$ cat src/hw/rtl/gwf_pkg.sv
// Shared types and constants for the guarded watchdog feeder.
// Depends on nothing; imported by gwf_step and guarded_watchdog_feeder.
package gwf_pkg;

    localparam int unsigned TIME_W   = 32;
    localparam int unsigned PERIOD_W = 16;
    localparam int unsigned REQ_W    = 3;
    localparam int unsigned OP_W     = 3;
    localparam int unsigned KIND_W   = 4;

    localparam logic [PERIOD_W-1:0] FEED_PERIOD_RESET = 16'd1000;

    // Request codes
    localparam logic [REQ_W-1:0] REQ_ARM      = 3'd0;
    localparam logic [REQ_W-1:0] REQ_POLL     = 3'd1;
    localparam logic [REQ_W-1:0] REQ_BEGIN    = 3'd2;
    localparam logic [REQ_W-1:0] REQ_END      = 3'd3;
    localparam logic [REQ_W-1:0] REQ_PROGRESS = 3'd4;

    // Operation and progress codes meaning "none"
    localparam logic [OP_W-1:0]   OP_NONE   = 3'd0;
    localparam logic [KIND_W-1:0] KIND_NONE = 4'd0;

    typedef struct packed {
        logic [REQ_W-1:0]  req_type;
        logic [TIME_W-1:0] now_ms;
        logic [OP_W-1:0]   op_code;
        logic [KIND_W-1:0] progress_kind;
        logic [TIME_W-1:0] progress_amount;
        logic              hw_wdg_running;
    } t_req;

    typedef struct packed {
        logic              enabled;
        logic              fault;
        logic [OP_W-1:0]   open_op;
        logic [KIND_W-1:0] kind;
        logic [TIME_W-1:0] amount;
        logic [TIME_W-1:0] feed_stamp;
        logic [TIME_W-1:0] progress_stamp;
        logic [TIME_W-1:0] feed_tally;
    } t_state;

    typedef struct packed {
        logic accepted;
        logic restart_pulse;
    } t_flags;

endpackage

$ cat src/hw/rtl/gwf_step.sv
// Next-state and result logic for one supervisor request.
// Depends on gwf_pkg for the request, state and flag types.
module gwf_step
    import gwf_pkg::*;
(
    input  t_req                i_req,
    input  t_state              i_state,
    input  logic [PERIOD_W-1:0] i_feed_period,
    output t_state              o_next_state,
    output t_flags              o_flags
);

    logic              ready;
    logic              no_open;
    logic              op_valid;
    logic [TIME_W-1:0] elapsed;
    logic              poll_due;

    assign ready    = i_state.enabled && !i_state.fault;
    assign no_open  = (i_state.open_op == OP_NONE);
    assign op_valid = (i_req.op_code != OP_NONE);
    assign elapsed  = i_req.now_ms - i_state.feed_stamp;
    assign poll_due = (elapsed >= {{(TIME_W-PERIOD_W){1'b0}}, i_feed_period});

    always_comb begin
        o_next_state = i_state;
        o_flags      = '0;
        unique case (i_req.req_type)
            REQ_ARM: begin
                o_next_state          = '0;
                o_flags.restart_pulse = 1'b1;
                if (i_req.hw_wdg_running) begin
                    o_next_state.enabled    = 1'b1;
                    o_next_state.feed_stamp = i_req.now_ms;
                    o_next_state.feed_tally = 32'd1;
                    o_flags.accepted        = 1'b1;
                end else begin
                    o_next_state.fault = 1'b1;
                end
            end
            REQ_POLL: begin
                o_flags.accepted = 1'b1;
                if (ready && no_open && poll_due) begin
                    if (i_req.hw_wdg_running) begin
                        o_flags.restart_pulse   = 1'b1;
                        o_next_state.feed_stamp = i_req.now_ms;
                        o_next_state.feed_tally = i_state.feed_tally + 32'd1;
                    end else begin
                        o_flags.accepted     = 1'b0;
                        o_next_state.enabled = 1'b0;
                        o_next_state.fault   = 1'b1;
                    end
                end
            end
            REQ_BEGIN: begin
                if (ready && op_valid && no_open) begin
                    if (i_req.hw_wdg_running) begin
                        o_flags.restart_pulse   = 1'b1;
                        o_flags.accepted        = 1'b1;
                        o_next_state.feed_stamp = i_req.now_ms;
                        o_next_state.feed_tally = i_state.feed_tally + 32'd1;
                        o_next_state.open_op    = i_req.op_code;
                    end else begin
                        o_next_state.enabled = 1'b0;
                        o_next_state.fault   = 1'b1;
                    end
                end else begin
                    o_next_state.fault = 1'b1;
                end
            end
            REQ_END: begin
                if (ready && op_valid && (i_state.open_op == i_req.op_code)) begin
                    // The operation closes even when the feed fails.
                    o_next_state.open_op = OP_NONE;
                    if (i_req.hw_wdg_running) begin
                        o_flags.restart_pulse   = 1'b1;
                        o_flags.accepted        = 1'b1;
                        o_next_state.feed_stamp = i_req.now_ms;
                        o_next_state.feed_tally = i_state.feed_tally + 32'd1;
                    end else begin
                        o_next_state.enabled = 1'b0;
                        o_next_state.fault   = 1'b1;
                    end
                end else begin
                    o_next_state.fault = 1'b1;
                end
            end
            REQ_PROGRESS: begin
                if (ready && (i_req.progress_kind != KIND_NONE) && no_open) begin
                    if (i_req.hw_wdg_running) begin
                        o_flags.restart_pulse       = 1'b1;
                        o_flags.accepted            = 1'b1;
                        o_next_state.feed_stamp     = i_req.now_ms;
                        o_next_state.feed_tally     = i_state.feed_tally + 32'd1;
                        o_next_state.kind           = i_req.progress_kind;
                        o_next_state.amount         = i_req.progress_amount;
                        o_next_state.progress_stamp = i_req.now_ms;
                    end else begin
                        o_next_state.enabled = 1'b0;
                        o_next_state.fault   = 1'b1;
                    end
                end else begin
                    o_next_state.fault = 1'b1;
                end
            end
            default: begin
                // Unknown request: state unchanged, rejected, no restart.
            end
        endcase
    end

endmodule

$ cat src/hw/rtl/guarded_watchdog_feeder.sv
// Top level of the guarded watchdog feeder: request register, supervisor
// state and result register. Depends on gwf_pkg and gwf_step.
//
// The block supervises a hardware watchdog. Each request beat (arm, poll,
// begin operation, end operation or note progress) carries the current
// millisecond time and the watchdog's running status, and produces exactly
// one result beat: accepted, a restart pulse and a snapshot of the
// supervisor state after the request. A poll feeds the watchdog when the
// supervisor is enabled, not faulted, no operation is open and at least
// feed_period_ms milliseconds have passed since the last feed (time wraps
// modulo 2^32). Invalid begin, end and progress requests latch a sticky
// fault, as does any feed attempted while the hardware watchdog is stopped,
// which also clears the enable flag. Only an arm clears the fault. The
// block takes one request per clock cycle when the result side keeps up;
// a request beat is registered on acceptance and its result is loaded into
// the result register once the result side can take it, from where the
// result beat is offered until it is taken. The whole request
// is decided by one short pass of logic (a 32-bit subtract and compare and
// a 32-bit increment) between the request register and the state and
// result registers. The feed period register (reset 1000) is written
// through i_cfg_we and i_cfg_wdata and should only be changed while no
// requests are in flight.
module guarded_watchdog_feeder
    import gwf_pkg::*;
(
    input  logic                i_clk,
    input  logic                i_rst_n,

    input  logic                i_cfg_we,
    input  logic [PERIOD_W-1:0] i_cfg_wdata,

    input  logic                i_valid,
    output logic                o_ready,
    input  logic [REQ_W-1:0]    i_req_type,
    input  logic [TIME_W-1:0]   i_now_ms,
    input  logic [OP_W-1:0]     i_op_code,
    input  logic [KIND_W-1:0]   i_progress_kind,
    input  logic [TIME_W-1:0]   i_progress_amount,
    input  logic                i_hw_wdg_running,

    output logic                o_valid,
    input  logic                i_ready,
    output logic                o_accepted,
    output logic                o_restart_pulse,
    output logic                o_is_enabled,
    output logic                o_fault_latched,
    output logic [OP_W-1:0]     o_active_operation,
    output logic [KIND_W-1:0]   o_last_progress_kind,
    output logic [TIME_W-1:0]   o_last_progress_amount,
    output logic [TIME_W-1:0]   o_last_feed_time,
    output logic [TIME_W-1:0]   o_last_progress_time,
    output logic [TIME_W-1:0]   o_feed_total
);

    logic [PERIOD_W-1:0] r_feed_period;

    logic   r_req_valid;
    t_req   r_req;
    t_state r_state;
    t_state n_state;
    t_flags r_flags;
    t_flags n_flags;
    logic   r_out_valid;

    logic   out_load;
    logic   advance;

    // The result register may take a new beat when empty or being drained.
    assign out_load = !r_out_valid || i_ready;
    // A request leaves the request register when the result side can take it.
    assign advance  = r_req_valid && out_load;
    // The request register is free when empty or emptying this cycle.
    assign o_ready  = !r_req_valid || out_load;

    always_ff @(posedge i_clk) begin
        if (!i_rst_n) begin
            r_feed_period <= FEED_PERIOD_RESET;
        end else if (i_cfg_we) begin
            r_feed_period <= i_cfg_wdata;
        end
    end

    // Request register
    always_ff @(posedge i_clk) begin
        if (!i_rst_n) begin
            r_req_valid <= 1'b0;
        end else if (o_ready) begin
            r_req_valid <= i_valid;
        end
    end

    always_ff @(posedge i_clk) begin
        if (i_valid && o_ready) begin
            r_req.req_type        <= i_req_type;
            r_req.now_ms          <= i_now_ms;
            r_req.op_code         <= i_op_code;
            r_req.progress_kind   <= i_progress_kind;
            r_req.progress_amount <= i_progress_amount;
            r_req.hw_wdg_running  <= i_hw_wdg_running;
        end
    end

    gwf_step u_step (
        .i_req         (r_req),
        .i_state       (r_state),
        .i_feed_period (r_feed_period),
        .o_next_state  (n_state),
        .o_flags       (n_flags)
    );

    // Supervisor state. It only moves when a result beat is loaded, so
    // while a result waits it still shows that result's snapshot.
    always_ff @(posedge i_clk) begin
        if (!i_rst_n) begin
            r_state <= '0;
        end else if (advance) begin
            r_state <= n_state;
        end
    end

    // Result register
    always_ff @(posedge i_clk) begin
        if (!i_rst_n) begin
            r_out_valid <= 1'b0;
        end else if (out_load) begin
            r_out_valid <= r_req_valid;
        end
    end

    always_ff @(posedge i_clk) begin
        if (advance) begin
            r_flags <= n_flags;
        end
    end

    assign o_valid                = r_out_valid;
    assign o_accepted             = r_flags.accepted;
    assign o_restart_pulse        = r_flags.restart_pulse;
    assign o_is_enabled           = r_state.enabled;
    assign o_fault_latched        = r_state.fault;
    assign o_active_operation     = r_state.open_op;
    assign o_last_progress_kind   = r_state.kind;
    assign o_last_progress_amount = r_state.amount;
    assign o_last_feed_time       = r_state.feed_stamp;
    assign o_last_progress_time   = r_state.progress_stamp;
    assign o_feed_total           = r_state.feed_tally;

endmodule

$ cat config.mk
export PLATFORM = sky130hd
export DESIGN_NAME = guarded_watchdog_feeder
export DESIGN_NICKNAME = d
export VERILOG_FILES = /design/src/hw/rtl/gwf_pkg.sv /design/src/hw/rtl/gwf_step.sv /design/src/hw/rtl/guarded_watchdog_feeder.sv
export SDC_FILE = /design/constraint.sdc
export NUM_CORES = 1
export LEC_CHECK = 0
export BUFFER_PORTS_ARGS = -buffer_cell sky130_fd_sc_hd__clkbuf_2
export CORE_ASPECT_RATIO = 0.7
export CORE_UTILIZATION = 57
export CTS_CLUSTER_SIZE = 25
export DETAILED_ROUTE_END_ITERATION = 8
export GPL_ROUTABILITY_DRIVEN = 0
export HOLD_SLACK_MARGIN = 0.03
export PLACE_DENSITY = 0.81
export SLEW_MARGIN = 25
export SYNTH_ARGS = -nofsm -noshare
export SYNTH_HDL_FRONTEND = slang
export SYNTH_HIERARCHICAL = 1
export SYNTH_SLANG_ARGS = --single-unit
$ cat constraint.sdc
create_clock -name i_clk -period 5.6 [get_ports i_clk]
set_input_delay 0.28 -clock i_clk [delete_from_list [all_inputs] [get_ports i_clk]]
set_output_delay 0.28 -clock i_clk [all_outputs]
set_load 0.02 [all_outputs]
Word level (Yosys, flattened, before mapping). Index checks and enable logic that the tools add are counted.

Register bits after elaboration: 232. Bits of input ports: 96. Output and inout port bits: 141. Word-level logic and storage cells: 97.

Add/sub/neg operators: 2. $lt $le $gt $ge: 1. Equality and inequality tests: 11. Muxes and demuxes: 37. Reduce and logical (&&, ||, !) cells: 27.

Operator list (count): 32-bit one-hot mux with 5 select lines (2); 32-bit 2-to-1 mux (9); 132-bit 2-to-1 mux (2); 36-bit one-hot mux with 2 select lines (1); 32-bit one-hot mux with 2 select lines (1); 32-bit by 1-bit adder with 32-bit output (second input constant) (1); 32-bit by 16-bit >= comparator with 1-bit output (1); 32-bit subtractor (1); 2-bit one-hot mux with 5 select lines (2); 2-bit 2-to-1 mux (7); 1-bit logical AND (10); 1-bit 2-to-1 mux (9); 3-bit 2-to-1 mux (3); 3-bit one-hot mux with 3 select lines (1); 2-bit by 1-bit != test with 1-bit output (second input constant) (4); 7-bit AND reduction (1); 3-bit by 2-bit equality test with 1-bit output (second input constant) (2); 3-bit logical NOT (2); 6-bit AND reduction (1); 3-bit nonzero test (2); 5-bit AND reduction (1); 5-bit nonzero test (1); 2-bit != test (second input constant) (2); 4-bit AND reduction (1); other kinds (8) (11).

Logic depth before layout (Yosys ltp). Gate-level depths: netlist of run 1.

Depth after elaboration: 6. Depth in mapped cells: 26.

Cells and area by module. The synthesis of run 1 kept the hierarchy.

Modules (own cells, without submodules): guarded_watchdog_feeder (instances 1, cells each 732, area an instance 8466.9 µm²); gwf_step (instances 1, cells each 890, area an instance 5634.2 µm²).

Least setup slack after synthesis of run 1. OpenSTA, ideal clock, no wires.

Path type: register -> register. From: register r_state, in the netlist o_last_feed_time[0]. To: register r_state, in the netlist o_last_feed_time[12]. Setup time: 0.119 ns. Arrival: 4.514 ns. Slack: 0.967 ns. Cell stages (with the launch flop): 25. Path buffers: 2. Cells stage by stage: dfxtp_1 ha_1 fa_1 nor2b_4 o2111ai_2 a21oi_2 nand2b_1 a21oi_1 xnor2_1 ha_1 a21oi_1 nand2_1 a221oi_1 o211ai_1 nor3_1 nor4bb_1 nand4_2 nor4_4 or2_1 buf_6 buf_6 nor3_1 or3_1 nand2_1 mux2i_1.

Longest elaborated chain between the ends: 5.

RTL lines: start: declaration (line guarded_watchdog_feeder.sv:59) `t_state r_state;`; start signal: assignment (line guarded_watchdog_feeder.sv:117) `r_state <= n_state;`; 32-bit subtractor (line gwf_step.sv:22) `assign elapsed = i_req.now_ms - i_state.feed_stamp;`; 32-bit by 16-bit >= comparator with 1-bit output (line gwf_step.sv:23) `assign poll_due = (elapsed >= {{(TIME_W-PERIOD_W){1'b0}}, i_feed_period});`; 1-bit logical AND (line gwf_step.sv:43) `if (ready && no_open && poll_due) begin`; 2-bit by 1-bit != test with 1-bit output (no line); 7-bit AND reduction (no line).

Every way passes these cells. A chain may end at the register's enable or synchronous reset.

Worst setup path in the final report of run 1.
From: register r_req[40] (netlist bit). To: register r_state, in the netlist o_feed_total[30].

Longest elaborated chain between the ends: 5.

RTL lines: start: declaration (line guarded_watchdog_feeder.sv:58) `t_req r_req;`; 32-bit subtractor (line gwf_step.sv:22); 32-bit by 16-bit >= comparator with 1-bit output (line gwf_step.sv:23); 1-bit logical AND (line gwf_step.sv:43); 2-bit by 1-bit != test with 1-bit output (no line); 7-bit AND reduction (no line).

Every way passes these cells.

==> results of run 1 <==
==> logic make-up (layout without fill, tap and decap cells) <==
family                     count (synthesis)  in the layout
and+or+nand+nor                          576            576
AOI/OAI and AO/OA                        411            412
DFF                                      232            232
buffers and inverters                    168            454
muxes                                    166            166
adders and majority gates                 49             49
xor gates and xnor gates                  20             20
==> final timing paths <==
| path | startpoint | endpoint | slack [ns] |
|---|---|---|---|
| setup / recovery | r_req[40]$_DFFE_PP_ | o_feed_total[30]$_SDFFE_PN0P_ | 0.40 |
| hold / removal | i_cfg_wdata[2] | r_feed_period[2]$_SDFFE_PN0P_ | 0.04 |
| setup reg to reg | r_req[40]$_DFFE_PP_ | o_feed_total[30]$_SDFFE_PN0P_ | 0.40 |
| hold reg to reg | o_last_progress_time[23]$_SDFFE_PN0P_ | o_last_progress_time[23]$_SDFFE_PN0P_ | 0.48 |
==> flip-flops by register name (all words and copies together) (netlist names) <==
name	flops
r_req	75
o_feed_total	32
o_last_feed_time	32
o_last_progress_amount	32
o_last_progress_time	32
r_feed_period	16
o_last_progress_kind	4
o_active_operation	3
o_accepted	1
o_fault_latched	1
o_is_enabled	1
o_restart_pulse	1
o_valid	1
r_req_valid	1
==> worst register-to-register path, stage by stage (launching register included) <==
cell	delay (ns)
sky130_fd_sc_hd__edfxtp_1	0.39
sky130_fd_sc_hd__inv_1	0.08
sky130_fd_sc_hd__ha_1	0.22
sky130_fd_sc_hd__fa_1	0.44
sky130_fd_sc_hd__nor2b_4	0.15
sky130_fd_sc_hd__o2111ai_2	0.21
sky130_fd_sc_hd__a21oi_2	0.24
sky130_fd_sc_hd__nand2b_1	0.19
sky130_fd_sc_hd__a21oi_1	0.10
sky130_fd_sc_hd__xnor2_1	0.14
sky130_fd_sc_hd__ha_1	0.31
sky130_fd_sc_hd__a21oi_1	0.13
sky130_fd_sc_hd__nand2_1	0.06
sky130_fd_sc_hd__a221oi_1	0.26
sky130_fd_sc_hd__o211ai_1	0.13
sky130_fd_sc_hd__nor3_1	0.15
sky130_fd_sc_hd__nor4bb_2	0.25
sky130_fd_sc_hd__nand4_2	0.16
sky130_fd_sc_hd__nor4_4	0.35
sky130_fd_sc_hd__buf_4	0.21
sky130_fd_sc_hd__o21ai_2	0.13
sky130_fd_sc_hd__buf_6	0.21
sky130_fd_sc_hd__a41oi_1	0.25
sky130_fd_sc_hd__a31oi_1	0.08
sky130_fd_sc_hd__nand2_1	0.10
sky130_fd_sc_hd__mux2i_1	0.08
==> per-stage QoR <==
step | hold WS (ns) | util (%) | setup slack [ns] | power [mW]
final | 0.0379 | 71.0 | 0.397 | 3.99
after detailed placement | 0.459 | 63.8 | 0.409 | 2.40
after CTS | 0.0482 | 70.6 | 0.321 | 3.97
after floorplan | 0.379 | - | 0.967 | 2.26
after global placement | 0.456 | 63.7 | 0.556 | 2.39
after global routing | 0.0861 | 71.0 | 0.0718 | 4.12
==> layer usage <==
metal | share of wire [%] | up-vias
met5 | 0 | -
met4 | 2.7 | 0
met3 | 11 | 97
met2 | 45 | 773
met1 | 42 | 6413
li1 | - | 6393
==> report_power, final <==
part	leakage, nW	switching (mW)	internal (mW)
logic	4.40	0.365	0.252
clock network	0.355	0.691	0.848
registers	2.00	0.0449	1.79
total	6.76	1.10	2.89
==> cell type report <==
type	instances	area [um^2]	area share, %
Clock buffer	36	686	4.03
Clock inverter	6	45.0	0.265
Inverter	62	233	1.37
Multi-Input combinational cell	1223	7910	46.5
Sequential cell	232	5420	31.9
Tap cell	318	398	2.34
Timing Repair Buffer	350	2310	13.6
==> cells in the final DEF, fill, tap and decap left out, drive strengths merged, types with 51 or more instances in the layout <==
cell         instances
a21oi              116
a22o                81
clkbuf             272
dfxtp              155
dlygate4sd3         91
edfxtp              77
inv                 63
mux2i              166
nand2              366
nor2                51
o21ai               72
==> timing repair <==
item	4_1_cts	5_1_grt
endpoints found under the hold margin	91	0
endpoints found under the setup margin	0	46
setup buffers	0	2
gates resized for setup	0	7
hold buffers	91	0
==> summary by stage, run 1 <==
Outcome
The run finished with clean final reports.

STA
The final cycle utilization of the critical path is 92.9%. The number of endpoints with negative hold slack in the final report is 0. For the final database, setup skew stands at 0.0115 ns.

The headroom to the max-slew limit is ~24%. The measured slew at the worst slew-check pin is 1.14 ns. Setup total negative slack on the finished layout was measured at 0 ns.

The routed design could run at a clock period as short as 5.20 ns. The number of pins with negative max-slew slack in the final report came to 0. The total setup violations reported at the end of the flow is 0.

For this run, the top clock speed supported by timing is 0.192 GHz. Setup repair after global routing left no endpoint under its margin.

Yosys
The dominant synthesized flop cell is sky130_fd_sc_hd__dfxtp_1. The distinct cell type count after synthesis is 80. The synthesized instance count is about 1,600. In the post-synthesis netlist, the biggest area contributors are sky130_fd_sc_hd__dfxtp_1 (22%), sky130_fd_sc_hd__edfxtp_1 (16%), sky130_fd_sc_hd__mux2i_1 (12%), sky130_fd_sc_hd__nand2_1 (9.7%), sky130_fd_sc_hd__a22o_1 (5.0%).

By area, the combinational part of the netlist is dominated by compound AO/OA/AOI/OAI gates. The post-synthesis async set-or-reset flop share is 0%. Of all cell types, the one taking the most synthesized area is sky130_fd_sc_hd__dfxtp_1. After synthesis, the most frequently instantiated cells are sky130_fd_sc_hd__nand2_1 (366), sky130_fd_sc_hd__mux2i_1 (166), sky130_fd_sc_hd__dfxtp_1 (155). The synthesized netlist devotes 1.24% of its cell area to XOR and XNOR gates.

Counting every net in the synthesized netlist gives 1,767. A synthesized cell averages 8.69 um^2. Summing the sequential cell areas from Yosys gives 38.4% of the chip area. The area of the mapped netlist is 14,100 um^2. The count of flip-flops with a built-in enable after synthesis is 77. The simple-gate area share of the yosys netlist is 18.2%. The share of synthesized area in the top cell type comes to 22.0%. The post-synthesis register bit count is ~230. In the synthesized netlist, mux cells make up roughly an eighth of the area. The adder-cell share of the synthesized area is roughly 4.4%. The synthesis warning total is 6. The most repeated cell in the gate-level netlist after synthesis is sky130_fd_sc_hd__nand2_1. Summing the areas of all compound-gate instances in the mapped netlist gives approximately a fifth of the synthesized area.

Clock network
The CTS sink count is between 200 and 250. CTS built an H-tree with a depth of 1. After clock tree synthesis, the clock-pin slew on the worst setup and hold paths is 0.07 ns.

The TritonCTS clock tree is done. The tree is rooted in a sky130_fd_sc_hd__clkbuf_16. No sink is reached through more buffers than the 3 on the longest clock path. The clock buffer count from CTS is 23. The clock reaches the later pin of the worst-skew pair after between 0.5 and 0.6 ns.

Global route
In the global route stage, met3 resource usage came out at 7.24%. The total global routing track utilization is between 30% and 40%. The layer flagged by global routing as most heavily used is met2. The wire length of the first global-routing pass is between 60,000 and 70,000 um.

Global routing used 51.0% of the available met2 tracks. The via count of the first global-routing pass is 12,800. In the global route stage, met1 resource usage came out at 43.7%. Entering global routing, the biggest net connects 156 pins.

For this run the aggregate overflow at the end of global routing stands at 0. The number of antenna violations at the first check in global routing is 0.

Place
The placed instances occupy a cell area of 15,300 um^2. Summed over all nets, the half-perimeter wirelength after detailed placement is 26,900 um. The number of port buffers is roughly 240.

The number of cells after detailed placement is around 2,100.

Critical path
The startpoint type of the worst setup path is a flop. The number of cells on the worst reg-to-reg path is 25. STA puts the critical path data required time at 5.98 ns. STA puts the critical path data arrival time at 5.58 ns. The critical path depth in cells is 25. The worst setup path is of the reg -> reg kind. The largest individual stage delay along the critical path comes from the cell sky130_fd_sc_hd__fa_1. The family with the most delay on the worst path is compound AO/OA/AOI/OAI gates.

The critical path's largest stage delay is 0.44 ns. The worst setup path is captured at a flop. Of all nets on the critical path, the largest fanout is 10. The number of buffers and inverters on the critical path is 3.

Worst hold path
The worst hold path passes through 3 cells. The worst min-delay path class is in -> reg.

Drt
The mean routed wirelength per cell is 19.1 um. The via count is between 10,000 and 15,000. For this block, the initial DRC count from the detailed router was ~1,400. Wires add up to 42,600 um. The number of iterations in the first detailed-routing pass is 5. The detailed-route DRC error count is 0.

The detail route stage leaves a number of antenna-violating nets equal to 0. Dividing the detail-routed via count by the number of cells gives 6.14.

Power and ir drop
For this design the ratio of total power to cell area is 235 nW/um^2. The leakage power of the design is between 6 and 7 nW. The worst vdd rail ir drop is 0.000253 V.

Finish
0 antenna diodes ended up in the layout. The number of nets in the layout is ~2,000. The layout has between 1,500 and 2,000 filler cells. The layout overhead on the synthesized area is 20.5%.

The post-layout instance area is 17,000 um^2. The finished layout holds 2,227 standard cells, fillers aside. In the final layout, the share of cells above drive strength 1 is 16.7%.

Job
Across the run, the number of max-cap violations was 0.

Floorplanning
The floorplan step defined a core boundary enclosing 23,900 um^2. The die covers 25,400 um^2. The width of the die is 190 um.

After floorplanning, the core was divided into 47 placement rows. From bottom edge to top edge, the die measures 134 um. The number of top-level pins is 237. The starting density of the core is slightly below 60%.
No activity file was read; power rests on OpenSTA's default activity.
==> run 2: changes to the inputs <==
==> constraint.sdc (replaced) <==
create_clock -name i_clk -period 5.4 [get_ports i_clk]
set_input_delay 0.27 -clock i_clk [delete_from_list [all_inputs] [get_ports i_clk]]
set_output_delay 0.27 -clock i_clk [all_outputs]
set_load 0.02 [all_outputs]
==> run 2 against run 1 <==
Compared with the run above:
- die area stayed put
- clock skew is 0.0020 ns higher
- register-to-register slack got worse by 0.04 ns
- sequential power rose by 3%
- clock-buffer cell count shrank 2
- worst hold slack improved by 0.0067 ns
- highest routed layer unchanged
==> summary by stage, run 2 (synthesis gave the netlist of run 1 again) <==
Outcome
Run status: complete, no violations (unchanged).

Finish
Commonest cells after routing, fill and taps aside: sky130_fd_sc_hd__nand2_1 (366), sky130_fd_sc_hd__clkbuf_2 (235), sky130_fd_sc_hd__mux2i_1 (166) (unchanged). The largest register by flop count is r_req (unchanged). The commonest non-fill, non-tap cell in the layout is sky130_fd_sc_hd__nand2_1 (unchanged). The layout overhead on the synthesized area is 21.4% (was 20.5%). The number of flip-flops under the largest register name is 75 (unchanged). The antenna diode count is 0 (unchanged). The proportion of layout cells with a drive suffix above 1 is 16.8% (was 16.7%).

The post-layout instance area is 17,100 um^2 (was 17,000 um^2). The number of fill cells in the layout is 1,762 (was 1,785). The number of nets in the layout was 2,039 (was 2,037).

Drt
The mean routed wirelength per cell is 19.3 um (was 19.1 um). The via count is 13,700 (about the same). The routed length on met3 is 4440 um (was 4630 um). The residual antenna-violating net count after detailed routing is 0 (unchanged). The uppermost layer routed is met4 (unchanged).

The detailed-route DRC error count is 0 (unchanged). The routed metal-1 wire length came to 18,200 um (was 17,700 um). The vias per cell is 6.16 (was 6.14). The first-iteration detailed-routing DRC count is 1,338 (was 1,442). The number of iterations in the first detailed-routing pass is 5 (unchanged). The total wire length came to 43,100 um (was 42,600 um).

The met2 wire length is 19,200 um (was 19,000 um).

STA
Unrepaired setup endpoints after global routing: no (unchanged). The final worst hold slack is 0.0445 ns (was 0.0379 ns). The total setup violations reported at the end of the flow is 0 (unchanged). The maximum clock rate was 0.198 GHz (was 0.192 GHz). The final critical-path required period is 5.05 ns (was 5.20 ns).

The measured slew at the worst slew-check pin is 1.15 ns (was 1.14 ns). The number of endpoints with negative hold slack in the final report is 0 (unchanged). The headroom to the max-slew limit is 23.5% (was 24.3%). The number of pins with negative max-slew slack in the final report is 0 (unchanged). The final cycle utilization of the critical path is 93.5% (was 92.9%).

The final clock skew is 0.0135 ns (was 0.0115 ns). The final worst-path setup slack came to 0.353 ns (was 0.397 ns). The final total negative setup slack is 0 ns (unchanged).

Clock network
The CTS sink count is 232 (unchanged). The TritonCTS clock tree was done (unchanged). The number of levels the H-tree was split into is 1 (unchanged).

The maximum root-to-sink buffer count is 3 (unchanged). The clock buffer count from CTS is 25 (was 23). The worst-skew pair later-pin latency is 0.56 ns (was 0.54 ns). The buffer cell driving the clock tree root is sky130_fd_sc_hd__clkbuf_16 (unchanged). The clock-pin slew reported for the worst setup and hold paths after clock tree synthesis is 0.06 ns (was 0.07 ns).

Power and ir drop
The total net switching power is 1.16 mW (was 1.10 mW). The portion of total power attributed to the clock network is 41.5% (was 38.6%). The leakage power of the design was 6.82 nW (was 6.76 nW).

The internal cell power is 3.19 mW (was 2.89 mW). The power density of the placed cells is 254 nW/um^2 (was 235 nW/um^2). The portion of total power attributed to combinational logic is 14.8% (was 15.4%). The sequential power share was 43.7% (was 46.0%). The switching share of power is 26.7% (was 27.6%).

The worst vdd rail ir drop is 0.000345 V (was 0.000253 V).

Floorplanning
The width of the die was 190 um (unchanged). The die area is 25,400 um^2 (unchanged). The number of top-level pins is 237 (unchanged). The core box area came to 23,900 um^2 (unchanged).

The vertical extent of the die is 134 um (unchanged). The row count came to 47 (unchanged). The starting density of the core came to 58.9% (unchanged).

Place
The post-DP HPWL was 26,600 um (was 26,900 um). The placed cell area was 15,300 um^2 (about the same). The pre-CTS setup slack is 0.134 ns (was 0.409 ns).

The number of port buffers is 236 (unchanged).

Global route
The number of antenna violations at the first check in global routing is 0 (unchanged). The wire length of the first global-routing pass is 67,200 um (was 66,200 um). The remaining global-route overflow is 0 (unchanged).

The largest net degree at the start of global routing came to 154 (was 156). The total global routing track utilization was 32.9% (was 32.3%). The via count of the first global-routing pass is 12,900 (was 12,800).

Critical path
The element type at the critical path end is a flop (unchanged). The startpoint type of the worst setup path is a flop (unchanged). The cell depth of the worst flop-to-flop path was 24 (was 25). The startpoint of the worst-slack reg-to-reg timing path is r_req[40]$_DFFE_PP_ (unchanged). The endpoint of the lowest-slack register-to-register path is o_last_feed_time[26]$_SDFFE_PN0P_ (was o_feed_total[30]$_SDFFE_PN0P_).

The type of the worst setup path is reg -> reg (unchanged). The internal reg-to-reg setup slack was 0.35 ns (was 0.40 ns). The endpoint required time on the critical path came to 5.80 ns (was 5.98 ns). The timing startpoint of the critical path is r_req[40]$_DFFE_PP_ (unchanged).

The maximum fanout count along the critical path is 13 (was 10). The destination of the critical timing path is o_last_feed_time[26]$_SDFFE_PN0P_ (was o_feed_total[30]$_SDFFE_PN0P_). The signal arrival time at the worst endpoint is 5.44 ns (was 5.58 ns).

Job
The count of maximum capacitance violations was 0 (unchanged).

Worst hold path
The worst min-delay path class is in -> reg (unchanged).
-- run 2: critical path, stage by stage (launching register included) --
cell and delay, ns:
sky130_fd_sc_hd__edfxtp_1 0.37, sky130_fd_sc_hd__inv_1 0.07, sky130_fd_sc_hd__ha_1 0.22, sky130_fd_sc_hd__fa_1 0.44
sky130_fd_sc_hd__nor2b_4 0.16, sky130_fd_sc_hd__o2111ai_2 0.22, sky130_fd_sc_hd__a21oi_2 0.23, sky130_fd_sc_hd__nand2b_1 0.17
sky130_fd_sc_hd__a21oi_1 0.10, sky130_fd_sc_hd__xnor2_1 0.15, sky130_fd_sc_hd__ha_1 0.31, sky130_fd_sc_hd__a21oi_1 0.14
sky130_fd_sc_hd__nand2_1 0.07, sky130_fd_sc_hd__a221oi_1 0.26, sky130_fd_sc_hd__o211ai_1 0.13, sky130_fd_sc_hd__nor3_1 0.13
sky130_fd_sc_hd__nor4bb_2 0.25, sky130_fd_sc_hd__nand4_2 0.16, sky130_fd_sc_hd__nor4_4 0.25, sky130_fd_sc_hd__or2_4 0.23
sky130_fd_sc_hd__buf_4 0.21, sky130_fd_sc_hd__nor2_1 0.16, sky130_fd_sc_hd__a221o_1 0.33, sky130_fd_sc_hd__nand2_1 0.06
sky130_fd_sc_hd__mux2i_1 0.08
-- run 2: through the flow --
stage / total power [mW] / instances / utilization, %
floorplan: 2.34 / 1622 / -
global placement: 2.48 / 2092 / 63.8
detailed placement: 2.49 / 2092 / 63.8
CTS: 4.33 / 2228 / 71.1
global route: 4.49 / 2231 / 71.5
finish: 4.35 / 2231 / 71.5
-- run 2: timing repair --
item,4_1_cts,5_1_grt
resized for setup,0,6
setup buffers,0,0
hold endpoints to repair,90,0
hold buffers,90,0
endpoints found under the setup margin,0,62
-- run 2: how the worst min path moves through the flow --
stage / end / cells past startpoint / start
2_1_floorplan: r_req[0]$_DFFE_PP_ / 0 / i_hw_wdg_running
3_3_place_gp: r_req[7]$_DFFE_PP_ / 1 / i_progress_amount[6]
3_5_place_dp: r_req[18]$_DFFE_PP_ / 1 / i_progress_amount[17]
4_1_cts: r_feed_period[2]$_SDFFE_PN0P_ / 3 / i_cfg_wdata[2]
5_1_grt: r_feed_period[2]$_SDFFE_PN0P_ / 3 / i_cfg_wdata[2]
6_report: r_feed_period[2]$_SDFFE_PN0P_ / 3 / i_cfg_wdata[2]
-- run 2: power by group through the flow --
stage               Sequential, mW  Clock, mW  Combinational, mW
global route                  1.91       1.89              0.695
finish                        1.90       1.80              0.643
floorplan                     1.93          0              0.412
CTS                           1.90       1.82              0.610
detailed placement            1.94          0              0.553
global placement              1.94          0              0.540
-- run 2: cell type report --
| type | count | area, um^2 | share of cell area [%] |
|---|---|---|---|
| multi-input combinational | 1223 | 7900 | 46.2 |
| sequential | 232 | 5420 | 31.6 |
| timing repair buffer | 350 | 2320 | 13.6 |
| clock buffer | 34 | 669 | 3.91 |
| tap | 318 | 398 | 2.33 |
| inverter | 62 | 233 | 1.36 |
| clock inverter | 12 | 175 | 1.02 |
-- run 2: layer usage --
metal / track usage [%] / vias to the layer above
li1: - / 6408
met1: 44.6 / 6502
met2: 51.6 / 722
met3: 8.30 / 108
met4: 9.86 / 0
met5: 0 / -
